File: src/hdl/kdp_pkg.sv
package kdp_pkg;

  localparam int unsigned ColW = 6;

  localparam logic [7:0] Flag       = 8'h80;
  localparam logic [7:0] PageHi     = 8'hD0;
  localparam logic [7:0] RegFirst   = 8'h10;
  localparam logic [7:0] RegLast    = 8'h13;
  localparam logic [7:0] KeyUscore  = 8'h5F;
  localparam logic [7:0] KeyBksp    = 8'h08;
  localparam logic [7:0] KeyLf      = 8'h0A;
  localparam logic [7:0] KeyCr      = 8'h0D;
  localparam logic [7:0] LowerA     = 8'h61;
  localparam logic [7:0] LowerZ     = 8'h7A;
  localparam logic [7:0] CaseOffset = 8'd32;

  localparam logic [6:0] ChCr       = 7'h0D;
  localparam logic [6:0] ChNl       = 7'h0A;
  localparam logic [6:0] ChBksp     = 7'h08;
  localparam logic [6:0] ChUscore   = 7'h5F;
  localparam logic [6:0] ChDel      = 7'h7F;
  localparam logic [6:0] ChCtrlTop  = 7'h1F;

  typedef enum logic [1:0] {
    OP_READ  = 2'd0,
    OP_WRITE = 2'd1,
    OP_KEY   = 2'd2,
    OP_TICK  = 2'd3
  } op_e;

  typedef enum logic [1:0] {
    SEL_KEY_DATA  = 2'd0,
    SEL_KEY_CTRL  = 2'd1,
    SEL_DISP_DATA = 2'd2,
    SEL_DISP_CTRL = 2'd3
  } sel_e;

  typedef struct packed {
    logic [7:0] read_data;
    logic       register_hit;
    logic       key_accepted;
    logic       char_valid;
    logic [6:0] char_out;
    logic       last_result;
  } res_t;

  function automatic logic [7:0] key_xlate(input logic [7:0] code, input logic map_lf);
    logic [7:0] c;
    c = code;
    if (c == KeyBksp) c = KeyUscore;
    if (map_lf && c == KeyLf) c = KeyCr;
    if (c >= LowerA && c <= LowerZ) c = c - CaseOffset;
    return c;
  endfunction

  function automatic logic disp_printable(input logic [6:0] c);
    return (c > ChCtrlTop || c == ChBksp) && c != ChDel;
  endfunction

endpackage

File: src/hdl/kdp_if.sv
interface kdp_in_if;
  logic        valid;
  logic        ready;
  logic [1:0]  op;
  logic [15:0] address;
  logic [7:0]  write_data;
  logic [7:0]  key_code;

  modport source (output valid, op, address, write_data, key_code, input ready);
  modport sink   (input valid, op, address, write_data, key_code, output ready);
endinterface

interface kdp_out_if;
  logic       valid;
  logic       ready;
  logic [7:0] read_data;
  logic       register_hit;
  logic       key_accepted;
  logic       char_valid;
  logic [6:0] char_out;
  logic       last_result;

  modport source (output valid, read_data, register_hit, key_accepted, char_valid,
                  char_out, last_result, input ready);
  modport sink   (input valid, read_data, register_hit, key_accepted, char_valid,
                  char_out, last_result, output ready);
endinterface

interface kdp_cfg_if;
  logic valid;
  logic ready;
  logic map_linefeed;

  modport source (output valid, map_linefeed, input ready);
  modport sink   (input valid, map_linefeed, output ready);
endinterface

File: src/hdl/keyboard_display_pia.sv
// Keyboard/display register block at 0xD010-0xD013.
// Channels: in_i takes items (op, address, write_data, key_code); out_o
// returns results; cfg_i writes map_linefeed (always ready, reset value 1).
// Each input item is handled in the cycle it transfers: registers update at
// that edge, and so does the output register, which then holds the result.
// Bus, key and idle tick items give one result; a tick that prints and ends
// the line gives two, the second a forced newline with last_result set.
// Throughput: one item per clock while the receiver takes every result;
// a two-result tick holds the input until its first result is taken, set by
// the single output register plus one pending-newline flag.
// Reset clears all four registers, the column count and the output stage.
// When out_o stalls, the result stays in the output register and in_i.ready
// drops until it can be replaced in the same cycle it is taken.
module keyboard_display_pia #(
  parameter int unsigned LINE_WIDTH = 40
) (
  input  logic      clk_i,
  input  logic      rst_ni,
  kdp_in_if.sink    in_i,
  kdp_out_if.source out_o,
  kdp_cfg_if.sink   cfg_i
);

  logic [7:0] key_data_q, key_data_d;
  logic [7:0] key_ctrl_q, key_ctrl_d;
  logic [7:0] disp_data_q, disp_data_d;
  logic [7:0] disp_ctrl_q, disp_ctrl_d;
  logic [kdp_pkg::ColW-1:0] col_q, col_d, col_mid;
  logic map_lf_q;

  kdp_pkg::res_t res_q, res_d, nl_res;
  logic out_valid_q, nl_pend_q, two_d;
  logic in_xfer, out_xfer, hit;
  logic [6:0] ch;
  logic emit;
  kdp_pkg::sel_e sel;

  assign in_xfer  = in_i.valid && in_i.ready;
  assign out_xfer = out_o.valid && out_o.ready;
  assign in_i.ready = !out_valid_q || (out_o.ready && !nl_pend_q);
  assign cfg_i.ready = 1'b1;

  assign hit = in_i.address[15:8] == kdp_pkg::PageHi &&
               in_i.address[7:0] >= kdp_pkg::RegFirst &&
               in_i.address[7:0] <= kdp_pkg::RegLast;
  assign sel = kdp_pkg::sel_e'(in_i.address[1:0]);

  always_comb begin
    nl_res = '0;
    nl_res.char_valid  = 1'b1;
    nl_res.char_out    = kdp_pkg::ChNl;
    nl_res.last_result = 1'b1;
  end

  always_comb begin
    key_data_d  = key_data_q;
    key_ctrl_d  = key_ctrl_q;
    disp_data_d = disp_data_q;
    disp_ctrl_d = disp_ctrl_q;
    col_d       = col_q;
    col_mid     = col_q;
    res_d       = '0;
    res_d.last_result = 1'b1;
    two_d = 1'b0;
    ch    = '0;
    emit  = 1'b0;
    unique case (kdp_pkg::op_e'(in_i.op))
      kdp_pkg::OP_READ: begin
        res_d.register_hit = hit;
        if (hit) begin
          unique case (sel)
            kdp_pkg::SEL_KEY_DATA: begin
              res_d.read_data = key_data_q;
              key_ctrl_d = key_ctrl_q & ~kdp_pkg::Flag;
            end
            kdp_pkg::SEL_KEY_CTRL:  res_d.read_data = key_ctrl_q;
            kdp_pkg::SEL_DISP_DATA: res_d.read_data = disp_data_q;
            kdp_pkg::SEL_DISP_CTRL: res_d.read_data = disp_ctrl_q;
            default: ;
          endcase
        end
      end
      kdp_pkg::OP_WRITE: begin
        res_d.register_hit = hit;
        if (hit) begin
          unique case (sel)
            kdp_pkg::SEL_KEY_DATA:  key_data_d  = in_i.write_data;
            kdp_pkg::SEL_KEY_CTRL:  key_ctrl_d  = in_i.write_data;
            kdp_pkg::SEL_DISP_DATA: disp_data_d = in_i.write_data | kdp_pkg::Flag;
            kdp_pkg::SEL_DISP_CTRL: disp_ctrl_d = in_i.write_data;
            default: ;
          endcase
        end
      end
      kdp_pkg::OP_KEY: begin
        if (!key_ctrl_q[7]) begin
          res_d.key_accepted = 1'b1;
          if (in_i.key_code != kdp_pkg::KeyUscore) begin
            key_data_d = kdp_pkg::key_xlate(in_i.key_code, map_lf_q) | kdp_pkg::Flag;
            key_ctrl_d = key_ctrl_q | kdp_pkg::Flag;
          end
        end
      end
      kdp_pkg::OP_TICK: begin
        if (disp_data_q[7]) begin
          if (disp_data_q[6:0] == kdp_pkg::ChCr) begin
            emit    = 1'b1;
            ch      = kdp_pkg::ChNl;
            col_mid = '0;
          end else if (kdp_pkg::disp_printable(disp_data_q[6:0])) begin
            emit    = 1'b1;
            ch      = (disp_data_q[6:0] == kdp_pkg::ChUscore) ? kdp_pkg::ChBksp
                                                               : disp_data_q[6:0];
            col_mid = col_q + 1'b1;
          end
          disp_data_d = ~disp_data_q;
          col_d = col_mid;
          if (col_mid >= kdp_pkg::ColW'(LINE_WIDTH)) begin
            col_d = '0;
            if (emit) begin
              two_d = 1'b1;
            end else begin
              emit = 1'b1;
              ch   = kdp_pkg::ChNl;
            end
          end
        end
        res_d.char_valid  = emit;
        res_d.char_out    = ch;
        res_d.last_result = !two_d;
      end
      default: ;
    endcase
  end

  always_ff @(posedge clk_i or negedge rst_ni) begin
    if (!rst_ni) begin
      key_data_q  <= '0;
      key_ctrl_q  <= '0;
      disp_data_q <= '0;
      disp_ctrl_q <= '0;
      col_q       <= '0;
      map_lf_q    <= 1'b1;
      out_valid_q <= 1'b0;
      nl_pend_q   <= 1'b0;
    end else begin
      if (cfg_i.valid) begin
        map_lf_q <= cfg_i.map_linefeed;
      end
      if (in_xfer) begin
        key_data_q  <= key_data_d;
        key_ctrl_q  <= key_ctrl_d;
        disp_data_q <= disp_data_d;
        disp_ctrl_q <= disp_ctrl_d;
        col_q       <= col_d;
        out_valid_q <= 1'b1;
        nl_pend_q   <= two_d;
      end else if (out_xfer) begin
        if (nl_pend_q) begin
          nl_pend_q <= 1'b0;
        end else begin
          out_valid_q <= 1'b0;
        end
      end
    end
  end

  always_ff @(posedge clk_i) begin
    if (in_xfer) begin
      res_q <= res_d;
    end else if (out_xfer && nl_pend_q) begin
      res_q <= nl_res;
    end
  end

  assign out_o.valid        = out_valid_q;
  assign out_o.read_data    = res_q.read_data;
  assign out_o.register_hit = res_q.register_hit;
  assign out_o.key_accepted = res_q.key_accepted;
  assign out_o.char_valid   = res_q.char_valid;
  assign out_o.char_out     = res_q.char_out;
  assign out_o.last_result  = res_q.last_result;

  a_pend_has_out: assert property (@(posedge clk_i) disable iff (!rst_ni)
    nl_pend_q |-> out_valid_q) else $error("newline pending without output");

  a_in_fills_out: assert property (@(posedge clk_i) disable iff (!rst_ni)
    in_xfer |=> out_valid_q) else $error("accepted item left no result");

  a_first_not_last: assert property (@(posedge clk_i) disable iff (!rst_ni)
    nl_pend_q |-> !res_q.last_result) else $error("first of two results marked last");

  a_col_range: assert property (@(posedge clk_i) disable iff (!rst_ni)
    col_q < kdp_pkg::ColW'(LINE_WIDTH)) else $error("column count past line width");

endmodule
File: src/flat_wrapper.sv
// flat-port wrapper written by rule: the top's interface ports become plain ports
module keyboard_display_pia_flat 
#(
  parameter int unsigned LINE_WIDTH = 40
)
  (clk_i, rst_ni, in_i_valid, in_i_op, in_i_address, in_i_write_data, in_i_key_code, in_i_ready, out_o_valid, out_o_read_data, out_o_register_hit, out_o_key_accepted, out_o_char_valid, out_o_char_out, out_o_last_result, out_o_ready, cfg_i_valid, cfg_i_map_linefeed, cfg_i_ready);
  kdp_in_if in_i_i ();
  kdp_out_if out_o_i ();
  kdp_cfg_if cfg_i_i ();
  input  logic clk_i;
  input  logic rst_ni;
  input wire logic [$bits(in_i_i.valid)-1:0] in_i_valid;
  input wire logic [$bits(in_i_i.op)-1:0] in_i_op;
  input wire logic [$bits(in_i_i.address)-1:0] in_i_address;
  input wire logic [$bits(in_i_i.write_data)-1:0] in_i_write_data;
  input wire logic [$bits(in_i_i.key_code)-1:0] in_i_key_code;
  output wire logic [$bits(in_i_i.ready)-1:0] in_i_ready;
  output wire logic [$bits(out_o_i.valid)-1:0] out_o_valid;
  output wire logic [$bits(out_o_i.read_data)-1:0] out_o_read_data;
  output wire logic [$bits(out_o_i.register_hit)-1:0] out_o_register_hit;
  output wire logic [$bits(out_o_i.key_accepted)-1:0] out_o_key_accepted;
  output wire logic [$bits(out_o_i.char_valid)-1:0] out_o_char_valid;
  output wire logic [$bits(out_o_i.char_out)-1:0] out_o_char_out;
  output wire logic [$bits(out_o_i.last_result)-1:0] out_o_last_result;
  input wire logic [$bits(out_o_i.ready)-1:0] out_o_ready;
  input wire logic [$bits(cfg_i_i.valid)-1:0] cfg_i_valid;
  input wire logic [$bits(cfg_i_i.map_linefeed)-1:0] cfg_i_map_linefeed;
  output wire logic [$bits(cfg_i_i.ready)-1:0] cfg_i_ready;
  assign in_i_i.valid = in_i_valid;
  assign in_i_i.op = in_i_op;
  assign in_i_i.address = in_i_address;
  assign in_i_i.write_data = in_i_write_data;
  assign in_i_i.key_code = in_i_key_code;
  assign in_i_ready = in_i_i.ready;
  assign out_o_valid = out_o_i.valid;
  assign out_o_read_data = out_o_i.read_data;
  assign out_o_register_hit = out_o_i.register_hit;
  assign out_o_key_accepted = out_o_i.key_accepted;
  assign out_o_char_valid = out_o_i.char_valid;
  assign out_o_char_out = out_o_i.char_out;
  assign out_o_last_result = out_o_i.last_result;
  assign out_o_i.ready = out_o_ready;
  assign cfg_i_i.valid = cfg_i_valid;
  assign cfg_i_i.map_linefeed = cfg_i_map_linefeed;
  assign cfg_i_ready = cfg_i_i.ready;
  keyboard_display_pia #(.LINE_WIDTH(LINE_WIDTH)) u_core (.clk_i(clk_i), .rst_ni(rst_ni), .in_i(in_i_i), .out_o(out_o_i), .cfg_i(cfg_i_i));
endmodule
File: config.mk
export PLATFORM = sky130hd
export DESIGN_NAME = keyboard_display_pia_flat
export DESIGN_NICKNAME = d
export VERILOG_FILES = /design/src/hdl/kdp_pkg.sv /design/src/hdl/kdp_if.sv /design/src/hdl/keyboard_display_pia.sv /design/src/flat_wrapper.sv
export SDC_FILE = /design/constraint.sdc
export NUM_CORES = 1
export LEC_CHECK = 0
export BUFFER_PORTS_ARGS = -buffer_cell sky130_fd_sc_hd__buf_4
export CORE_MARGIN = 2
export CORE_UTILIZATION = 56
export DETAILED_ROUTE_END_ITERATION = 10
export GPL_ROUTABILITY_DRIVEN = 0
export HOLD_SLACK_MARGIN = 0.15
export MAX_ROUTING_LAYER = met4
export PLACE_DENSITY = 0.86
export SLEW_MARGIN = 20
export SYNTH_ARGS = -nofsm -noshare
export SYNTH_HDL_FRONTEND = slang
export SYNTH_SLANG_ARGS = --single-unit
File: constraint.sdc
create_clock -name clk_i -period 2.6 [get_ports clk_i]
set_clock_uncertainty 0.2 [all_clocks]
set_input_delay 0.52 -clock clk_i [delete_from_list [all_inputs] [get_ports clk_i]]
set_output_delay 0.52 -clock clk_i [all_outputs]
set_load 0.03 [all_outputs]
== Yosys cells after proc, flatten, opt, wreduce, memory -nomap -nowiden ==
Cells that the tools add are included.
Operators by class
  magnitude comparators: 6
  reductions and logical operators: 30
  multiplexer cells: 61
  bitwise operators: 3
  equality and inequality tests: 24
  add/subtract/negate cells: 2
Operators with widths (count)
  8-bit 2-to-1 mux: 23
  7-bit 2-to-1 mux: 7
  19-bit 2-to-1 mux: 2
  8-bit case mux with 2 select lines: 2
  8-bit case mux with 4 select lines: 1
  6-bit 2-to-1 mux: 5
  8-bit case mux with 3 select lines: 1
  1-bit 2-to-1 mux: 19
  6-bit AND reduction: 3
  8-bit by 4-bit equality test with 1-bit output (second input constant): 2
  7-bit by 4-bit equality test with 1-bit output (second input constant): 2
  2-bit != test (second input constant): 6
  1-bit logical AND: 9
  9-bit 2-to-1 mux: 1
  2-bit equality test (second input constant): 4
  8-bit equality test (second input constant): 1
  8-bit by 5-bit >= comparator with 1-bit output (second input constant): 1
  8-bit by 7-bit >= comparator with 1-bit output (second input constant): 1
  8-bit by 5-bit less-or-equal comparator with 1-bit output (second input constant): 1
  8-bit by 7-bit less-or-equal comparator with 1-bit output (second input constant): 1
  2-bit by 1-bit != test with 1-bit output (second input constant): 4
  8-bit by 7-bit != test with 1-bit output (second input constant): 1
  8-bit NOT: 1
  4-bit AND reduction: 2
  17 further kinds: 26
Word-level totals
  output and inout bits: 22
  flip-flop bits (word level): 60
  input port bits: 40
  word-level logic and storage cells: 142

== Logic depth before layout (Yosys ltp) ==
Gate-level depths: netlist (run 1).
  depth in word-level cells: 17
  gate-level depth with buffers: 8
  mapped depth without buffers: 7

== Worst setup path before layout (run 1) ==
Ideal clock, no wire load.
  path type: input-to-reg
  from: in in_i_address[11]
  to: reg u_core.key_data_q[0]
  path slack: 0.350 ns
  library setup time: 0.125 ns
  buffers on the path: 0
  arrival time: 1.925 ns
  cell stages on the path: 6
  required time: 2.275 ns
  path through: nor4b_2 > nand4_1 > or3_1 > a21oi_2 > o211ai_4 > mux2_4
On the way
  word-level cells in the longest chain between the ends: 5
Ends and longest elaborated chain
  from (decl): line flat_wrapper.sv:14  | input wire logic [$bits(in_i_i.address)-1:0] in_i_address;
  8-bit equality test: line keyboard_display_pia.sv:43  | assign hit = in_i.address[15:8] == kdp_pkg::PageHi &&
  1-bit logical AND: line keyboard_display_pia.sv:43
  1-bit logical AND: line keyboard_display_pia.sv:44  | in_i.address[7:0] >= kdp_pkg::RegFirst &&
  2-bit by 1-bit != test with 1-bit output (no source line)
  6-bit AND reduction (no source line)
  to (signal assigned): line keyboard_display_pia.sv:151  | key_data_q <= key_data_d;
  to (decl): line keyboard_display_pia.sv:24  | logic [7:0] key_data_q, key_data_d;
Every way passes these cells.
A chain may end at the register's enable or synchronous reset.

== Final worst setup path (run 1) ==
  from: reg u_core.col_q[0] (netlist name)
  to: reg u_core.res_q, in the netlist u_core.out_o.char_valid (data pin)
On the way
  word-level cells in the longest chain between the ends: 10
Ends and longest elaborated chain
  from (decl): line keyboard_display_pia.sv:28  | logic [kdp_pkg::ColW-1:0] col_q, col_d, col_mid;
  from (signal assigned): line keyboard_display_pia.sv:155  | col_q <= col_d;
  6-bit by 1-bit adder with 6-bit output: line keyboard_display_pia.sv:114  | col_mid = col_q + 1'b1;
  6-bit 2-to-1 mux *: line keyboard_display_pia.sv:110  | end else if (kdp_pkg::disp_printable(disp_data_q[6:0])) begin
  6-bit 2-to-1 mux *: line keyboard_display_pia.sv:106  | if (disp_data_q[6:0] == kdp_pkg::ChCr) begin
  6-bit 2-to-1 mux *: line keyboard_display_pia.sv:105  | if (disp_data_q[7]) begin
  6-bit 2-to-1 mux *: line keyboard_display_pia.sv:67  | unique case (kdp_pkg::op_e'(in_i.op))
  6-bit >= comparator *: line keyboard_display_pia.sv:118  | if (col_mid >= kdp_pkg::ColW'(LINE_WIDTH)) begin
  1-bit 2-to-1 mux *: line keyboard_display_pia.sv:118
  1-bit 2-to-1 mux *: line keyboard_display_pia.sv:105
  9-bit 2-to-1 mux *: line keyboard_display_pia.sv:67
  19-bit 2-to-1 mux *: line keyboard_display_pia.sv:169  | if (in_xfer) begin
  to (signal assigned): line keyboard_display_pia.sv:170  | res_q <= res_d;
  to (signal assigned): line keyboard_display_pia.sv:172  | res_q <= nl_res;
  to (decl): line keyboard_display_pia.sv:31  | kdp_pkg::res_t res_q, res_d, nl_res;
Every way passes the cells marked *; elsewhere a longest branch is shown, timed or not. The select of a mux whose other input is x is not followed.

==> out/results.tsv, run 1 <==
metric	value	unit
total global routing track utilization	28.3	%
horizontal die dimension	82.0	um
synthesized netlist net count	334	
worst path arrival time	2.31	ns
post-route minimum period	2.42	ns
number of placed instances, taps included	422	
global-route wire length before repair	13500	um
Worst setup SP type	register	
number of nets in the final layout	404	
max_slew headroom	60.4	%
H-tree levels	3	
Setup WS pre-CTS	0.00651	ns
maximum fanout encountered on the critical timing path	10	
number of vias per cell after detailed routing	6.25	
number of hold-slack violations in the final timing report	0	
# setup viols final	0	
number of enable flip-flop cells after synthesis	19	
Levels on crit path	6	
clock insertion delay at the later pin of the skew report	0.34	ns
Overflow after GRT	0	
number of buffers added by the clock tree synthesis step	9	
synthesis-to-layout area growth	22.2	%
clock sink count	60	
final-report max-slew violation count	0	
Remaining DRCs	0	
Synth warnings	0	
Slowest Stage Delay on Critical Path	0.42	ns
portion of the post-synthesis area used by sequential elements	46.9	%
cell area after synthesis	0.00341	mm2
portion of synthesized cell area occupied by the leading cell type	29.4	%
total placed instance area	0.00396	mm2
# port buffers	60	
unique cell type count in the Yosys netlist	64	
post-synthesis area per instance	11.8	um2
achievable frequency	0.414	GHz
Ports	62	
fraction of final layout cells with drive strength greater than 1	39.3	%
clock transition at the register clock pins on the worst setup and hold paths after CTS	0.07	ns
unrepaired setup endpoints after global routing	no	
post-route cell area	0.00416	mm2
share of the clock period used by the worst path after layout	93.0	%
Slew @ Worst Pin	0.592	ns
Worst path top cell family by delay	compound AO/OA/AOI/OAI gates	
effective utilization at floorplan	57.9	%
worst path required time	2.49	ns
most frequently used cell type in the post-synthesis netlist	sky130_fd_sc_hd__dfrtp_1	
fin cells	439	
post-synthesis register bit count	60	
number of instances on the worst hold path	2	
category of the worst setup path capture point	register	
number of buffers and inverters on the critical path	0	
top flip-flop cell by instance count after synthesis	sky130_fd_sc_hd__dfrtp_1	
Most Frequent Cell on Critical Path	sky130_fd_sc_hd__o31ai_2	
antenna violations before repair	0	
setup repair bufs after CTS	0	
pin count of the biggest net entering global routing	42	
Die Height	82.0	um
top cells by count, synth	40 x sky130_fd_sc_hd__dfrtp_1, 23 x sky130_fd_sc_hd__mux2_2, 22 x sky130_fd_sc_hd__nor2_1, 20 x sky130_fd_sc_hd__nand2_1, 19 x sky130_fd_sc_hd__edfxtp_1	
asr flop ratio synth	68.3	%
cell depth of the worst flop-to-flop path	6	
TritonCTS clock tree	yes	
router iterations before antenna repair	5	
Setup CP Type	register to register	
core region area	0.00589	mm2
result of the run	finished, final reports clean	
CP max-delay cell	sky130_fd_sc_hd__dfrtp_1	
setup ws final	0.183	ns
vias after detailed routing	2744	
wire length after detailed routing	8570	um
synth top area cells	sky130_fd_sc_hd__dfrtp_1 29%, sky130_fd_sc_hd__edfxtp_1 17%, sky130_fd_sc_hd__mux2_2 7.6%	
VDD IR max	0.358	mV
die area	0.00672	mm2
classification of the worst-slack hold path	primary input to register	
HPWL after DPL	5990	um
TNS Setup	0	ns
final routed wire length divided by cell count	19.5	um
leakage dissipation	1.90	nW
vias in the first global route	2681	
number of antenna diodes	0	
cell area power density	656	mW/mm2
Max Cap Viol	0	
Core Rows	28	
cell count after synthesis	289	
First DRT Iteration DRCs	272	
cell taking the most area after synthesis	sky130_fd_sc_hd__dfrtp_1	
post-route antenna net violation count	0	
CTS root buffer	sky130_fd_sc_hd__clkbuf_8	
CTS Buffer Depth	2	
sequence of cells on the critical path	ha_1, a211o_1, o31ai_2, o221ai_4, o31ai_2, nand2_1	
worst-case hold slack	0.216	ns
==> placed cells by master, fill, tap and decap left out, types with 2 or more instances in the layout <==
master / n
sky130_fd_sc_hd__buf_4: 70
sky130_fd_sc_hd__dfrtp_1: 40
sky130_fd_sc_hd__mux2_2: 23
sky130_fd_sc_hd__nor2_1: 21
sky130_fd_sc_hd__nand2_1: 20
sky130_fd_sc_hd__edfxtp_1: 19
sky130_fd_sc_hd__and3_1: 13
sky130_fd_sc_hd__inv_1: 11
sky130_fd_sc_hd__clkbuf_8: 10
sky130_fd_sc_hd__mux4_2: 8
sky130_fd_sc_hd__o21ai_0: 7
sky130_fd_sc_hd__o2bb2ai_1: 7
sky130_fd_sc_hd__and2_1: 7
sky130_fd_sc_hd__a21oi_1: 6
sky130_fd_sc_hd__nand2b_1: 6
sky130_fd_sc_hd__nand3_1: 6
sky130_fd_sc_hd__mux2_4: 6
sky130_fd_sc_hd__mux2i_1: 5
sky130_fd_sc_hd__a22o_1: 5
sky130_fd_sc_hd__ha_1: 5
sky130_fd_sc_hd__nand4_1: 4
sky130_fd_sc_hd__nor2b_1: 4
sky130_fd_sc_hd__o31ai_2: 4
sky130_fd_sc_hd__o31ai_1: 4
sky130_fd_sc_hd__nor3_1: 3
sky130_fd_sc_hd__a31oi_1: 3
sky130_fd_sc_hd__clkinv_2: 3
sky130_fd_sc_hd__or3_1: 2
sky130_fd_sc_hd__a21oi_2: 2
sky130_fd_sc_hd__a31o_2: 2
sky130_fd_sc_hd__or4_1: 2
==> cell families after synthesis <==
family	after synthesis	synth area share, %
mux	42	17.0
other cells	1	0.110
flops	60	46.9
buf+inv	24	3.38
simple gates	101	16.8
fa+ha+maj	5	1.84
compound gates	56	13.9
==> cell type report <==
| class | count | area, um2 |
|---|---|---|
| clock inverters | 5 | 52.6 |
| repair buffers | 71 | 536 |
| clock buffers | 11 | 141 |
| fillers | 407 | 1720 |
| flip-flops and latches | 60 | 1600 |
| well taps | 75 | 93.8 |
| multi-input cells | 205 | 1700 |
| inverters | 12 | 45.0 |
==> metrics by stage <==
stage / total power [mW] / util [%]
after floorplan: 1.64 / -
after global placement: 1.82 / 67.2
after global routing: 2.84 / 70.7
after detailed placement: 1.87 / 67.2
after CTS: 2.72 / 70.7
final: 2.73 / 70.7
==> layer usage <==
layer / up-vias / GRT usage [%] / wire [um]
met5: - / - / 0
li1: 1242 / - / -
met3: 22 / 6.04 / 528
met4: 0 / 11.3 / 182
met2: 131 / 45.8 / 4390
met1: 1349 / 34.7 / 3470
==> where the power goes <==
| part | internal, mW | total [mW] | leakage [nW] | switching [mW] |
|---|---|---|---|---|
| sequential | 1.10 | 1.28 | 0.709 | 0.179 |
| combinational | 0.298 | 0.612 | 1.09 | 0.314 |
| clock | 0.464 | 0.837 | 0.0991 | 0.374 |
| total | 1.86 | 2.73 | 1.90 | 0.867 |
==> registers in the layout (all words and copies together), names as in the netlist <==
signal / flops
u_core.disp_ctrl_q: 8
u_core.key_ctrl_q: 8
u_core.out_o.char_valid: 1
u_core.out_o.last_result: 1
u_core.col_q: 6
u_core.key_data_q: 8
u_core.disp_data_q: 8
u_core.map_lf_q: 1
u_core.out_o.char_out: 7
u_core.out_o.register_hit: 1
u_core.nl_pend_q: 1
u_core.out_o.key_accepted: 1
u_core.out_o.valid: 1
u_core.out_o.read_data: 8
==> what timing repair did <==
item	CTS	global route
resized for setup	0	1
endpoints found under the setup margin	0	1
hold buffers	1	0
endpoints found under the hold margin	40	0
==> worst paths after layout <==
kind | startpoint | endpoint | slack (ns)
max | u_core.col_q[0]$_DFFE_PN0P_ | u_core.out_o.char_valid$_SDFFCE_PN1P_ | 0.18
max in group asynchronous | rst_ni | u_core.disp_data_q[7]$_DFFE_PN0P_ | 1.33
min reg2reg | u_core.disp_ctrl_q[7]$_DFFE_PN0P_ | u_core.disp_ctrl_q[7]$_DFFE_PN0P_ | 0.31
max reg2reg | u_core.col_q[0]$_DFFE_PN0P_ | u_core.out_o.char_valid$_SDFFCE_PN1P_ | 0.18
min | cfg_i_map_linefeed | u_core.map_lf_q$_DFFE_PN1P_ | 0.22
min in group asynchronous | rst_ni | u_core.key_data_q[1]$_DFFE_PN0P_ | 0.51
No activity file was read; power rests on OpenSTA's default activity.
==> run 2: changes to the inputs <==
Settings changed: ABC_AREA set to 1, GPL_TIMING_DRIVEN set to 0, RECOVER_POWER set to 25.
==> out/results.tsv, run 2 <==
metric	value	unit	change
cell taking the most area after synthesis	sky130_fd_sc_hd__dfrtp_1		
H-tree levels	3		unchanged
top cells by count, synth	110 x sky130_fd_sc_hd__nand2_1, 56 x sky130_fd_sc_hd__inv_1, 40 x sky130_fd_sc_hd__dfrtp_1, 30 x sky130_fd_sc_hd__nand3_1, 29 x sky130_fd_sc_hd__nor2_1		
total global routing track utilization	27.3	%	-0.96 points
top flip-flop cell by instance count after synthesis	sky130_fd_sc_hd__dfrtp_1		
post-synthesis register bit count	60		unchanged
max_slew headroom	31.3	%	-29 points
synthesized netlist net count	460		+38%
synth top area cells	sky130_fd_sc_hd__dfrtp_1 30%, sky130_fd_sc_hd__edfxtp_1 17%, sky130_fd_sc_hd__nand2_1 12%		
worst-case hold slack	0.204	ns	-0.0118 ns
horizontal die dimension	81.2	um	-0.93%
number of enable flip-flop cells after synthesis	19		unchanged
most frequently used cell type in the post-synthesis netlist	sky130_fd_sc_hd__nand2_1		
number of nets in the final layout	532		+32%
fraction of power spent switching nets	35.6	%	+3.9 points
cell area power density	688	mW/mm2	+5.0%
vias after detailed routing	3096		+13%
Ports	62		unchanged
cell depth of the worst flop-to-flop path	7		+1
portion of the post-synthesis area used by sequential elements	47.8	%	+0.93 points
clock sink count	60		unchanged
fin cells	567		+29%
asr flop ratio synth	68.3	%	unchanged
number of antenna diodes	0		unchanged
number of vias per cell after detailed routing	5.46		-13%
Synth warnings	0		unchanged
unique cell type count in the Yosys netlist	39		-39%
category of the worst setup path capture point	register		
Slew @ Worst Pin	1.03	ns	+0.439 ns
clock transition at the register clock pins on the worst setup and hold paths after CTS	0.07	ns	about the same
clock network fraction of total power	25.3	%	-5.4 points
final routed wire length divided by cell count	13.9	um	-29%
TNS Setup	0	ns	unchanged
result of the run	finished, final reports clean		
number of hold-slack violations in the final timing report	0		unchanged
TritonCTS clock tree	yes		
classification of the worst-slack hold path	primary input to register		
switching pwr	995	uW	+15%
Die Height	81.2	um	-0.93%
Core Rows	28		unchanged
First DRT Iteration DRCs	294		+8.1%
wire length after detailed routing	7860	um	-8.3%
start point of the worst hold path	cfg_i_map_linefeed		
share of the clock period used by the worst path after layout	90.4	%	-2.5 points
leading cell type in the layout, fill and taps excluded	sky130_fd_sc_hd__nand2_1		
vias in the first global route	2841		+6.0%
maximum fanout encountered on the critical timing path	19		+9
number of gates resized after CTS	0		unchanged
# port buffers	60		unchanged
VDD IR max	0.386	mV	+7.6%
leakage dissipation	1.93	nW	+1.8%
achievable frequency	0.425	GHz	+2.8%
capture instance of the worst register-to-register path	u_core.out_o.char_out[4]$_SDFFCE_PN0P_		
fraction of final layout cells with drive strength greater than 1	22.6	%	-17 points
clock insertion delay at the later pin of the skew report	0.34	ns	about the same
post-synthesis area per instance	8.05	um2	-32%
final-report max-slew violation count	0		unchanged
router iterations before antenna repair	5		unchanged
proportion of power drawn by flip-flops and latches	46.1	%	-0.8 points
Worst setup SP type	register		
number of placed instances, taps included	550		+30%
number of instances on the worst hold path	2		unchanged
final core utilization	69.3	%	-1.4 points
setup slack of the worst register-to-register path	0.25	ns	+0.07 ns
Remaining DRCs	0		unchanged
portion of total power attributed to combinational logic	28.6	%	+6.2 points
CTS Buffer Depth	2		unchanged
effective utilization at floorplan	57.1	%	-0.79 points
hold path endpoint	u_core.map_lf_q$_DFFE_PN1P_		
antenna violations before repair	0		unchanged
Crit Reg-Reg Startpoint	u_core.nl_pend_q$_DFFE_PN0P_		
number of buffers added by the clock tree synthesis step	9		unchanged
Max Cap Viol	0		unchanged
Setup CP Type	register to register		
global-route wire length before repair	13100	um	-3.0%
unrepaired setup endpoints after global routing	no		
# setup viols final	0		unchanged
pin count of the biggest net entering global routing	42		unchanged
portion of synthesized cell area occupied by the leading cell type	30.0	%	+0.58 points
die area	0.00660	mm2	-1.9%
design internal power	1.80	mW	-3.5%
worst path arrival time	2.11	ns	-0.20 ns
synthesis-to-layout area growth	21.5	%	
HPWL after DPL	5890	um	-1.7%
worst path required time	2.36	ns	-0.13 ns
post-route antenna net violation count	0		unchanged
Overflow after GRT	0		unchanged
CTS root buffer	sky130_fd_sc_hd__clkbuf_8		
core region area	0.00585	mm2	-0.60%
post-route minimum period	2.35	ns	-0.0662 ns
leading cell types in the layout, fill and taps excluded	110 x sky130_fd_sc_hd__nand2_1, 60 x sky130_fd_sc_hd__buf_4, 56 x sky130_fd_sc_hd__inv_1, 40 x sky130_fd_sc_hd__dfrtp_1, 30 x sky130_fd_sc_hd__nand3_1		
cell area after synthesis	0.00334	mm2	-1.9%
cell count after synthesis	415		+44%
[run 2: changes by cell type after synthesis, sizes merged, moves of 8 or more]
cell | before | now
and3 | 13 | 0
o22ai | 1 | 11
o21ai | 9 | 31
nand3 | 6 | 34
nand2 | 20 | 122
mux4 | 8 | 0
inv | 11 | 59
o31ai | 8 | 0
nor2 | 22 | 35
mux2 | 29 | 1
[run 2: how the worst max path moves through the flow]
stage / from / end / slack (ns) / cells after the start
after detailed placement: out_o_ready / u_core.out_o.char_out[0]$_SDFFCE_PN0P_ / 0.07 / 7
after global routing: u_core.nl_pend_q$_DFFE_PN0P_ / u_core.out_o.char_out[4]$_SDFFCE_PN0P_ / 0.08 / 7
final: u_core.nl_pend_q$_DFFE_PN0P_ / u_core.out_o.char_out[4]$_SDFFCE_PN0P_ / 0.25 / 7
after floorplan: out_o_ready / u_core.out_o.char_out[0]$_SDFFCE_PN0P_ / 0.21 / 6
after global placement: out_o_ready / u_core.out_o.read_data[1]$_SDFFCE_PN0P_ / 0.15 / 7
after CTS: u_core.nl_pend_q$_DFFE_PN0P_ / u_core.out_o.char_out[4]$_SDFFCE_PN0P_ / 0.25 / 7
[run 2: what timing repair did]
action / 4_1_cts / 5_1_grt
setup buffers: 0 / 0
hold buffers: 1 / 0
hold endpoints to repair: 40 / 0
[run 2: cell families after synthesis]
logic type	count (synthesis)	synth area share, %
DFF	60	47.8
AOI/OAI and AO/OA	68	12.4
and+or+nand+nor	211	29.1
other	1	0.112
muxes	1	0.337
adders and majority gates	5	1.87
buffers and inverters	69	8.28
[run 2: stage by stage]
| stage | power [mW] | worst slack [ns] | instance area (um2) |
|---|---|---|---|
| final | 2.79 | 0.249 | 4060 |
| after global routing | 2.95 | 0.0765 | 4060 |
| after CTS | 2.79 | 0.251 | 4060 |
| after detailed placement | 2.09 | 0.0737 | 3890 |
| after global placement | 2.05 | 0.146 | 3890 |
| after floorplan | 1.84 | 0.211 | 3340 |
[run 2: metal layers]
layer  wire length, um  share of wire, %  GRT usage, %  vias up
li1                  -                 -             -     1517
met1              3530                45          37.0     1428
met2              3620                46          40.8      131
met3               516               6.6          5.00       20
met4               191               2.4          11.0        0
met5                 0                 0             -        -
[run 2: cell type report]
class / instances / area [um2]
Multi-Input combinational cell: 286 / 1470
Inverter: 60 / 225
Clock inverter: 3 / 12.5
Clock buffer: 13 / 149
Tap cell: 75 / 93.8
Sequential cell: 60 / 1600
Buffer: 9 / 51.3
Timing Repair Buffer: 61 / 458
Fill cell: 466 / 1790
[run 2: worst max-delay path, cell delays in order, from the launching register on]
cell	delay, ns
sky130_fd_sc_hd__dfrtp_1	0.38
sky130_fd_sc_hd__inv_2	0.06
sky130_fd_sc_hd__nand2_1	0.05
sky130_fd_sc_hd__nand2_1	0.13
sky130_fd_sc_hd__nand2_4	0.13
sky130_fd_sc_hd__inv_1	0.21
sky130_fd_sc_hd__a21oi_1	0.11
sky130_fd_sc_hd__a21oi_2	0.70
[run 2: power by group through the flow]
stage          Clock, mW  Sequential, mW  Combinational [mW]
5_1_grt            0.758            1.31               0.891
3_5_place_dp           0            1.30               0.791
3_3_place_gp           0            1.29               0.765
2_1_floorplan          0            1.30               0.533
6_report           0.706            1.29               0.800
4_1_cts            0.714            1.28               0.795
==> run 3: changes to the inputs <==
Settings changed: CORE_MARGIN 2 to unset.
==> out/results.tsv, run 3 (synthesized netlist as in run 2, its figures left out) <==
metric	value	unit	change
worst path arrival time	2.14	ns	+0.03 ns
vias in the first global route	2950		+3.8%
CTS root buffer	sky130_fd_sc_hd__clkbuf_8		
Levels on crit path	7		unchanged
Die Height	79.2	um	-2.5%
Slowest Stage Delay on Critical Path	0.70	ns	about the same
H-tree levels	3		unchanged
leakage dissipation	1.95	nW	+1.1%
layer with the highest usage after global routing	met2		
number of vias per cell after detailed routing	5.54		+1.5%
Worst setup SP type	register		
leading cell type in the layout, fill and taps excluded	sky130_fd_sc_hd__nand2_1		
category of the worst setup path capture point	register		
maximum fanout encountered on the critical timing path	19		unchanged
effective utilization at floorplan	59.2	%	+2.1 points
cell area power density	715	mW/mm2	+3.8%
First DRT Iteration DRCs	331		+13%
HPWL after DPL	5930	um	+0.71%
leading cell types in the layout, fill and taps excluded	110 x sky130_fd_sc_hd__nand2_1, 60 x sky130_fd_sc_hd__buf_4, 56 x sky130_fd_sc_hd__inv_1, 40 x sky130_fd_sc_hd__dfrtp_1, 30 x sky130_fd_sc_hd__nand3_1		
post-route minimum period	2.37	ns	+0.0177 ns
Overflow after GRT	0		unchanged
number of buffers added by the clock tree synthesis step	9		unchanged
CTS Buffer Depth	2		unchanged
die area	0.00628	mm2	-4.9%
VDD IR max	0.382	mV	-0.91%
Remaining DRCs	0		unchanged
TritonCTS clock tree	yes		
achievable frequency	0.422	GHz	-0.75%
worst path required time	2.37	ns	about the same
total global routing track utilization	29.3	%	+1.9 points
setup repair bufs after CTS	0		unchanged
share of the clock period used by the worst path after layout	91.1	%	+0.68 points
Setup WS pre-CTS	0.0485	ns	-0.0251 ns
met1 routing resource usage after global routing	36.7	%	-0.29 points
max_slew headroom	32.9	%	+1.6 points
clock transition at the register clock pins on the worst setup and hold paths after CTS	0.07	ns	about the same
cell depth of the worst flop-to-flop path	7		unchanged
final routed wire length divided by cell count	14.3	um	+2.9%
met3 Use GR	6.55	%	+1.6 points
Most Frequent Cell on Critical Path	sky130_fd_sc_hd__nand2_1		
vias after detailed routing	3127		+1.0%
number of instances on the worst hold path	2		unchanged
Core Rows	27		-3.6%
core region area	0.00564	mm2	-3.6%
TNS Setup	0	ns	unchanged
Setup CP Type	register to register		
wire length after detailed routing	8040	um	+2.4%
grt met2 use	45.0	%	+4.2 points
global-route wire length before repair	13500	um	+2.8%
unrepaired setup endpoints after global routing	no		
Max Cap Viol	0		unchanged
post-route antenna net violation count	0		unchanged
classification of the worst-slack hold path	primary input to register		
synthesis-to-layout area growth	22.5	%	
sequence of cells on the critical path	inv_2, nand2_1, nand2_1, nand2_4, inv_1, a21oi_1, a21oi_2		
number of antenna diodes	0		unchanged
CP max-delay cell	sky130_fd_sc_hd__a21oi_2		
worst-case hold slack	0.200	ns	-0.00424 ns
number of buffers and inverters on the critical path	2		unchanged
antenna violations before repair	0		unchanged
pin count of the biggest net entering global routing	42		unchanged
total power after layout	2.92	mW	+4.7%
fraction of final layout cells with drive strength greater than 1	23.2	%	+0.61 points
Slew @ Worst Pin	1.01	ns	-0.0242 ns
Worst path top cell family by delay	compound AO/OA/AOI/OAI gates		
clock insertion delay at the later pin of the skew report	0.35	ns	about the same
setup ws final	0.231	ns	-0.0177 ns
clock sink count	60		unchanged
router iterations before antenna repair	5		unchanged
Ports	62		unchanged
horizontal die dimension	79.2	um	-2.5%
# port buffers	60		unchanged
number of nets in the final layout	532		unchanged
# setup viols final	0		unchanged
number of hold-slack violations in the final timing report	0		unchanged
final-report max-slew violation count	0		unchanged
result of the run	finished, final reports clean		
[run 3: path summary, 6_finish.rpt]
kind,start,end,slack (ns)
min in group asynchronous,rst_ni,u_core.key_ctrl_q[5]$_DFFE_PN0P_,0.68
hold / removal,cfg_i_map_linefeed,u_core.map_lf_q$_DFFE_PN1P_,0.20
max in group asynchronous,rst_ni,u_core.col_q[3]$_DFFE_PN0P_,0.89
setup / recovery,u_core.nl_pend_q$_DFFE_PN0P_,u_core.out_o.key_accepted$_SDFFCE_PN0P_,0.23
setup reg to reg,u_core.nl_pend_q$_DFFE_PN0P_,u_core.out_o.key_accepted$_SDFFCE_PN0P_,0.23
hold reg to reg,u_core.key_data_q[1]$_DFFE_PN0P_,u_core.key_data_q[1]$_DFFE_PN0P_,0.29
[run 3: cell type report]
type                       instances  area (um2)
sequential                        60        1600
fill                             420        1550
multi-input combinational        286        1470
timing repair buffer              61         458
inverter                          60         225
clock buffer                      16         200
tap                               72        90.1
buffer                             9        51.3
[run 3: worst register-to-register path, stage by stage, from the launching register on]
cell and delay [ns]:
sky130_fd_sc_hd__dfrtp_1 0.39, sky130_fd_sc_hd__inv_2 0.07, sky130_fd_sc_hd__nand2_1 0.05, sky130_fd_sc_hd__nand2_1 0.14
sky130_fd_sc_hd__nand2_4 0.13, sky130_fd_sc_hd__inv_1 0.21, sky130_fd_sc_hd__a21oi_1 0.11, sky130_fd_sc_hd__a21oi_2 0.70
[run 3: through the flow]
step                utilization, %  instances  cell area [um2]
CTS                           72.6        564             4090
floorplan                        -        415             3340
global route                  72.5        564             4090
detailed placement            68.8        547             3880
finish                        72.5        564             4090
global placement              68.8        547             3880
[run 3: routing by layer]
metal	vias up	wire length, um
li1	1515	-
met1	1448	3420
met2	139	3800
met3	25	596
met4	0	231
met5	-	0
[run 3: report_power, final]
| group | internal, mW | leakage [nW] | switching [mW] |
|---|---|---|---|
| clock network | 0.477 | 0.103 | 0.349 |
| registers | 1.13 | 0.677 | 0.162 |
| logic | 0.304 | 1.17 | 0.503 |
| total | 1.91 | 1.95 | 1.01 |
[run 3: repair_timing]
action	CTS	global route
hold buffers	1	0
endpoints found under the hold margin	40	0
gates resized for setup	0	0
endpoints found under the setup margin	0	0
